`src/rtl/bsr_pkg.sv`:
```
package bsr_pkg;

   localparam int unsigned CAPACITY_DEFAULT = 1024;

   localparam int IDX_W  = 32;
   localparam int BYTE_W = 8;
   localparam int CNT_W  = 11;
   localparam int OP_W   = 2;
   localparam int REQ_W  = 40;
   localparam int RSP_W  = 32;

   localparam logic [OP_W-1:0] OP_PUSH = 2'd0;
   localparam logic [OP_W-1:0] OP_END  = 2'd1;
   localparam logic [OP_W-1:0] OP_READ = 2'd2;
   localparam logic [OP_W-1:0] OP_NOP  = 2'd3;

   typedef struct packed {
      logic              input_ended;
      logic [CNT_W-1:0]  buffered_count;
      logic [CNT_W-1:0]  unassembled_count;
      logic              read_valid;
      logic [BYTE_W-1:0] read_byte;
   } bsr_rsp_type;

endpackage

```
`src/rtl/bsr_rsp_reg.sv`:
```
module bsr_rsp_reg (
   input  logic                       clock,
   input  logic                       reset,
   input  logic                       load,
   input  bsr_pkg::bsr_rsp_type       load_data,
   output logic                       load_ready,
   output logic                       rsp_tvalid,
   input  logic                       rsp_tready,
   // read_byte, read_valid, unassembled_count, buffered_count, input_ended
   output logic [bsr_pkg::RSP_W-1:0]  rsp_tdata
);
   import bsr_pkg::*;

   logic        valid_ff;
   logic        valid_in;
   bsr_rsp_type data_ff;

   assign load_ready = !valid_ff || rsp_tready;
   assign rsp_tvalid = valid_ff;
   assign rsp_tdata  = data_ff;

   always_comb begin
      valid_in = valid_ff;
      if (load) begin
         valid_in = 1'b1;
      end else if (rsp_tready) begin
         valid_in = 1'b0;
      end
   end

   always_ff @(posedge clock) begin
      if (reset) begin
         valid_ff <= 1'b0;
      end else begin
         valid_ff <= valid_in;
      end
   end

   always_ff @(posedge clock) begin
      if (load) begin
         data_ff <= load_data;
      end
   end

endmodule

```
`config.mk`:
```
export PLATFORM = sky130hd
export DESIGN_NAME = bsr_rsp_reg
export DESIGN_NICKNAME = d
export VERILOG_FILES = /design/src/rtl/bsr_pkg.sv /design/src/rtl/bsr_rsp_reg.sv
export SDC_FILE = /design/constraint.sdc
export NUM_CORES = 1
export LEC_CHECK = 0
export ABC_CLOCK_PERIOD_IN_PS = 800
export BUFFER_PORTS_ARGS = -buffer_cell sky130_fd_sc_hd__buf_2
export CORE_AREA = 2 2 54 56
export DETAILED_ROUTE_END_ITERATION = 12
export DIE_AREA = 0 0 56 58
export MAX_ROUTING_LAYER = met4
export PLACE_DENSITY = 0.87
export SKIP_CTS_REPAIR_TIMING = 1
export SYNTH_ARGS = -nofsm -noshare
export SYNTH_HDL_FRONTEND = slang
export SYNTH_SLANG_ARGS = --single-unit
export TNS_END_PERCENT = 10
```
`constraint.sdc`:
```
create_clock -name clock -period 0.8 [get_ports clock]
set_clock_uncertainty 0.1 [all_clocks]
set_input_delay 0.04 -clock clock [delete_from_list [all_inputs] [get_ports clock]]
set_output_delay 0.04 -clock clock [all_outputs]
set_load 0.02 [all_outputs]
```
==> key figures, run 1 <==
Run status
  – Status: complete, but fails checks
  – Violated checks: negative hold slack, negative setup slack

Setup path
  – CP endpoint kind: output pin
  – Reg2reg end: rsp_tvalid
  – CP Max Fanout: 1
  – Crit-path slowest cell: edfxtp_1
  – Worst Setup Start Kind: flip-flop
  – Crit-path cells: buf_2
  – Crit path DAT: a little under 900 ps
  – Critical path's top delay family: flip-flops
  – R2R Setup Slk: ~90 ps
  – Data required, critical path: between 600 and 700 ps
  – Crit path kind: flip-flop to output pin
  – Number of buffers and inverters on the critical path: 1
  – Critical R2R Launch: rsp_tvalid
  – FF-to-FF path depth: 2
  – Delay of the slowest critical-path stage: 400 ps

Die
  – Initial Util: between 30% and 40%
  – Top Ports: 70
  – Die ar.: between 3000 and 4000 um2
  – Row count: 19
  – Core Box Area: 2660 um2
  – Chip Width: between 50 and 60 um
  – Vert. Die Dim: 58 um

STA
  – Slew Limit Headroom: 91.5%
  – Achievable Freq: between 900 and 1000 MHz
  – Max-slew violations: 0
  – Final setup viols: 34
  – Final count of hold timing violations: 1
  – Tmin final: approximately 1000 ps
  – Final period utilization: 129%
  – Hold Slack: -111 ps
  – Least-Margin Pin Slew: approximately 130 ps
  – RSZ-0062 raised after global routing: yes
  – Setup ws final: -232 ps
  – Setup_tns: -6580 ps

Power and ir drop
  – Sw Ratio: roughly a quarter
  – Seq pwr share: between 50% and 60%
  – Clk pwr share: 24.4%
  – P_int: around 0.0027 W
  – Worst vdd ir: 1550 uV
  – LEAKAGE: ~0.8 nW
  – Comb power frac: roughly 17%
  – P per Cell Area: 1930 nW/um2
  – Switching pwr: 0.000874 W

Yosys
  – Mapped Area: between 1000 and 1500 um2
  – Yosys top cell by area: edfxtp_1
  – Top-area cell type share of the netlist area: 95.4%
  – Post-synthesis cell type count: 5
  – Syn_area_per_cell: 28.0 um2
  – Synth area leaders: edfxtp_1, dfxtp_1, nand2b_4
  – #FFs+latches synth: 33
  – Ys flop type: edfxtp_1
  – Register area share after synthesis: a little over nine tenths
  – FFs w/ async S/R, synth: 0%
  – Post-Synthesis Cells: 36
  – Top cells by count, synth: edfxtp_1, a21oi_2, dfxtp_1, inv_1, nand2b_4
  – Syn nets: 72
  – Synth warn: 0
  – Number of synthesized flops with an enable pin: 32
  – Most frequent cell after synthesis: edfxtp_1

Worst hold path
  – Min-Delay Path Class: input pin to flip-flop
  – Hold path startpoint: rsp_tready
  – Hold Path End: rsp_tvalid
  – Hold Crit Depth: 3

Route
  – Detailed Route WL: 2.55 mm
  – Vias/cell: ~4.3
  – Post-route ant nets: 0
  – First-pass iteration count of the detailed router: 4
  – Routed len/inst: roughly 14 um
  – DRC Markers: 0
  – 1st-iter DRT viols: between 40 and 50
  – DR vias: between 700 and 800

Layout
  – NumNets Final: between 150 and 200
  – Final instance area: between 1500 and 2000 um2
  – # fillers: ~180
  – Ant. Diodes: 0
  – Footprint of the multi-input gates: approximately 23 um2
  – Seq. cell area: 982 um2
  – Final Util: roughly 70%
  – Share of cells above drive strength 1: between 50% and 60%
  – Area growth from synthesis to layout: 81.4%

CTS
  – Buffers from clock root to sink, at most: 2
  – TritonCTS buffer count: 5
  – Maximum level of the CTS H-tree: 2
  – Clock slew at reported path FFs: between 100 and 150 ps
  – CTS root buf: clkbuf_4
  – Clk_lat worst skew: about 320 ps
  – Clock sinks: 33
  – Clock tree from TritonCTS: yes

Placed design
  – Port-buffer cells: between 60 and 70
  – Post-DP HPWL: 1.47 mm
  – Pre-CTS WS: 55.3 ps
  – Placed Area: ~1400 um2
  – Gpl congestion: between 0.6 and 0.7

Run
  – Max Cap Viol: 0

Global route
  – Largest net degree at the start of global routing: 18
  – Gr ovfl total: 0
  – Number of global-route vias before repair: approximately 640
  – Global-route wire length before repair: approximately 2.7 mm
  – Initial antenna violation count: 0
  – All-Layer GR Usage: around an eighth
==> area by class of cell <==
class	count	share of cell area (%)
Inverter	1	0.205
Clock buffer	5	2.05
Clock inverter	3	0.959
Timing Repair Buffer	104	39.7
Sequential cell	33	53.8
Tap cell	31	2.12
Multi-Input combinational cell	2	1.23
==> metal layers <==
layer  global-route usage (%)  wire length, um  vias up
met4                     8.16               24        0
met2                     18.0             1200       57
met5                        -                0        -
li1                         -                -      362
met3                     10.0              377        2
met1                     11.9              946      340
==> metrics by stage <==
step,power [W],std cells
6_report,0.00353,179
5_1_grt,0.00370,179
4_1_cts,0.00342,146
3_5_place_dp,0.00257,138
3_3_place_gp,0.00256,138
2_1_floorplan,0.00231,36
==> placed cells by master (no fill, tap or decap), drive strengths merged <==
master       instances
clkinvlp             1
edfxtp              32
clkinv               2
nand2b               1
dfxtp                1
buf                 71
a21oi                1
dlygate4sd3         33
inv                  1
clkbuf               5
==> worst max-delay path by stage <==
stage,start,end,slack [ps],depth (start not counted)
6_report,rsp_tdata[26],rsp_tdata[26],-230,1
5_1_grt,rsp_tdata[16],rsp_tdata[16],-290,1
4_1_cts,rsp_tvalid,load_ready,-260,2
3_5_place_dp,load,rsp_tdata[23],60,2
3_3_place_gp,load,rsp_tdata[23],70,2
2_1_floorplan,rsp_tvalid,rsp_tvalid,20,2
==> state kept, by name, summed over array words and instances (netlist names) <==
| signal | count |
|---|---|
| rsp_tdata | 32 |
| rsp_tvalid | 1 |
==> cells by family (layout without fill, tap and decap cells) <==
group,count (synthesis),after routing,synth area share (%)
flip-flops,33,33,97.4
AO/OA/AOI/OAI,1,1,0.870
AND/OR/NAND/NOR,1,1,1.37
buffers and inverters,1,113,0.372
==> power by group through the flow <==
stage / Combinational, W / Sequential [W] / Clock, W
after global placement: 0.000447 / 0.00211 / 0
after detailed placement: 0.000456 / 0.00212 / 0
after global routing: 0.000629 / 0.00209 / 0.000987
after floorplan: 0.0000121 / 0.00230 / 0
final: 0.000595 / 0.00208 / 0.000860
after CTS: 0.000457 / 0.00208 / 0.000887
(Power assumes the default switching activity.)
==> run 2, diff against run 1 <==
- ABC_CLOCK_PERIOD_IN_PS: 800 -> 1300
- CORE_AREA: 2 2 54 56 -> 2 2 52 54
- DIE_AREA: 0 0 56 58 -> 0 0 54 56
- PLACE_DENSITY: 0.87 -> 0.92
- SLEW_MARGIN: not set -> 40
- clock period: 0.8 -> 1.3 ns (I/O delays scaled with it)
==> run 2 against run 1 <==
Compared with the run above: the flow now finishes without violations; sequential cell count unchanged; non-clock buffer count unchanged; largest cell class unchanged; register-to-register slack improved by 470 ps; utilization is 5.2 points higher; worst setup slack better by 340 ps; clock power shrank 44%; combinational power down 41%; critical path type is now input pin to output pin; global-route usage rose by 1.2 points; wire length is 0.55% higher; highest routed layer unchanged.
==> key figures, run 2 (synthesized netlist as in run 1, its figures left out) <==
Setup path
  – Crit-path cells: dlygate4sd3_1, buf_2, nand2b_4, buf_2 (was buf_2)
  – CP Max Fanout: 2 (was 1)
  – R2R Setup Slk: 560 ps (was 90 ps)
  – Crit path kind: input pin to output pin (was flip-flop to output pin)
  – Crit-path slowest cell: dlygate4sd3_1 (was edfxtp_1)
  – Reg2reg end: rsp_tvalid (unchanged)
  – Critical R2R Launch: rsp_tvalid (unchanged)
  – Delay of the slowest critical-path stage: 540 ps (was 400 ps)
  – Crit path depth: 4 (was 1)
  – CP endpoint kind: output pin (unchanged)
  – FF-to-FF path depth: 2 (unchanged)
  – Data required, critical path: 1130 ps (was 660 ps)
  – Crit path launch: rsp_tready (was rsp_tdata[26])
  – Number of buffers and inverters on the critical path: 3 (was 1)
  – Crit path DAT: 1030 ps (was 890 ps)
  – Crit path top cell by count: buf_2
  – Worst Setup Start Kind: input pin (was flip-flop)
  – Setup crit end: load_ready (was rsp_tdata[26])
  – Critical path's top delay family: buffers and inverters (was flip-flops)

Global route
  – All-Layer GR Usage: 14.0% (was 12.8%)
  – Initial antenna violation count: 0 (unchanged)
  – Largest net degree at the start of global routing: 34 (was 18)
  – Global-route wire length before repair: 2.63 mm (was 2.73 mm)
  – Number of global-route vias before repair: 562 (was 641)
  – Gr ovfl total: 0 (unchanged)

Power and ir drop
  – P per Cell Area: 1180 nW/um2 (was 1930 nW/um2)
  – LEAKAGE: 0.784 nW (was 0.798 nW)
  – Worst vdd ir: 909 uV (was 1550 uV)
  – Switching pwr: 0.000500 W (was 0.000874 W)
  – P_int: 0.00162 W (was 0.00266 W)
  – Seq pwr share: 60.4% (was 58.8%)
  – Sw Ratio: 23.6% (was 24.8%)
  – Comb power frac: 16.7% (was 16.8%)
  – Clk pwr share: 22.9% (was 24.4%)

STA
  – Max-slew violations: 0 (unchanged)
  – Tmin final: 1200 ps
  – Final setup viols: 0 (was 34)
  – Least-Margin Pin Slew: 173 ps (was 129 ps)
  – Setup ws final: 105 ps (was -232 ps)
  – RSZ-0062 raised after global routing: no (was yes)
  – Slew Limit Headroom: 88.5% (was 91.5%)
  – Achievable Freq: approximately 840 MHz
  – Final period utilization: between 90% and 100%
  – Setup_tns: 0 ps (was -6580 ps)
  – Final count of hold timing violations: 0 (was 1)

Layout
  – Area growth from synthesis to layout: 78.3% (was 81.4%)
  – Share of cells above drive strength 1: 52.4% (was 55.4%)
  – # fillers: 152 (was 179)
  – Most frequent cells in the layout: buf_2, dlygate4sd3_1, edfxtp_1 (unchanged)
  – Seq. cell area: 981 um2 (was 982 um2)
  – Max FFs per register: 32 (unchanged)
  – NumNets Final: 183 (unchanged)
  – Ant. Diodes: 0 (unchanged)
  – Post-Layout Cell Count: 177 (was 179)
  – Footprint of the multi-input gates: 22.5 um2 (unchanged)
  – Most common cell after layout, fill and taps aside: buf_2 (unchanged)

CTS
  – Maximum level of the CTS H-tree: 2 (unchanged)
  – Buffers from clock root to sink, at most: 2 (unchanged)
  – Clock slew at reported path FFs: 90 ps (was 110 ps)
  – Clk_lat worst skew: 310 ps (was 320 ps)
  – Clock sinks: 33 (unchanged)
  – CTS root buf: clkbuf_4 (unchanged)
  – TritonCTS buffer count: 5 (unchanged)
  – Clock tree from TritonCTS: yes (unchanged)

Route
  – First-pass iteration count of the detailed router: 4 (unchanged)
  – DR vias: 769 (was 761)
  – Detailed Route WL: 2.56 mm (was 2.55 mm)
  – 1st-iter DRT viols: 11 (was 41)
  – Vias/cell: 4.34 (was 4.25)
  – DRC Markers: 0 (unchanged)
  – Post-route ant nets: 0 (unchanged)
  – Routed len/inst: 14.5 um (was 14.2 um)

Die
  – Chip Width: 54 um (was 56 um)
  – Die ar.: 3020 um2 (was 3250 um2)
  – Top Ports: 70 (unchanged)
  – Vert. Die Dim: 56 um (was 58 um)
  – Row count: 18 (was 19)
  – Initial Util: 41.4% (was 37.8%)
  – Core Box Area: 2430 um2 (was 2660 um2)

Worst hold path
  – Min-Delay Path Class: input pin to flip-flop (unchanged)

Placed design
  – Gpl congestion: 0.602 (was 0.681)
  – Port-buffer cells: 69 (unchanged)
  – Dpl cells: 136 (was 138)
  – Pre-CTS WS: 512 ps (was 55.3 ps)

Run status
  – Status: finished, final reports clean (was complete, but fails checks)

Run
  – Max Cap Viol: 0 (unchanged)
-- run 2: cell types whose count changed in the layout (fill, tap and decap cells not counted), sizes merged --
| cell | before | now |
|---|---|---|
| clkinv | 2 | 1 |
| dlygate4sd3 | 33 | 34 |
| clkinvlp | 1 | 0 |
| clkbuf | 5 | 6 |
| buf | 71 | 70 |
-- run 2: layout make-up --
| cell class | count | area share, % |
|---|---|---|
| sequential | 33 | 54.6 |
| multi-input combinational | 2 | 1.25 |
| tap | 30 | 2.09 |
| inverter | 1 | 0.209 |
| timing repair buffer | 104 | 39.3 |
| clock buffer | 6 | 2.30 |
| clock inverter | 1 | 0.209 |
-- run 2: worst min-delay path by stage --
stage / start / end / depth (start not counted)
2_1_floorplan: reset / rsp_tvalid / 1
3_3_place_gp: reset / rsp_tvalid / 2
3_5_place_dp: reset / rsp_tvalid / 2
4_1_cts: reset / rsp_tvalid / 2
5_1_grt: load / rsp_tdata[9] / 2
6_report: load / rsp_tdata[25] / 2
-- run 2: metal layers --
| layer | share of wire [%] | up-vias | GRT usage (%) |
|---|---|---|---|
| li1 | - | 363 | - |
| met1 | 38 | 346 | 15.2 |
| met2 | 50 | 56 | 18.6 |
| met3 | 10 | 4 | 9.14 |
| met4 | 1.7 | 0 | 8.57 |
| met5 | 0 | - | - |
-- run 2: worst reg2reg max path, cell delays in order, from the launching register on --
cell      delay [ps]
dfxtp_1          390
nand2b_4          70
a21oi_2          120
-- run 2: stage by stage --
stage | total power, W | instance area [um2] | hold WS, ps | util, %
floorplan | 0.00142 | 1010 | 27.4 | -
global placement | 0.00156 | 1410 | 124 | 58.0
detailed placement | 0.00158 | 1410 | 131 | 58.0
CTS | 0.00205 | 1460 | -222 | 59.8
global route | 0.00222 | 1800 | 87.7 | 73.8
finish | 0.00212 | 1800 | 104 | 73.8
-- run 2: power groups by stage --
stage                     Combinational [W]  Sequential [W]  Clock [W]
after global routing               0.000376         0.00129   0.000551
after floorplan                  0.00000744         0.00142          0
after detailed placement           0.000273         0.00130          0
after CTS                          0.000274         0.00128   0.000501
final                              0.000354         0.00128   0.000485
after global placement             0.000267         0.00130          0
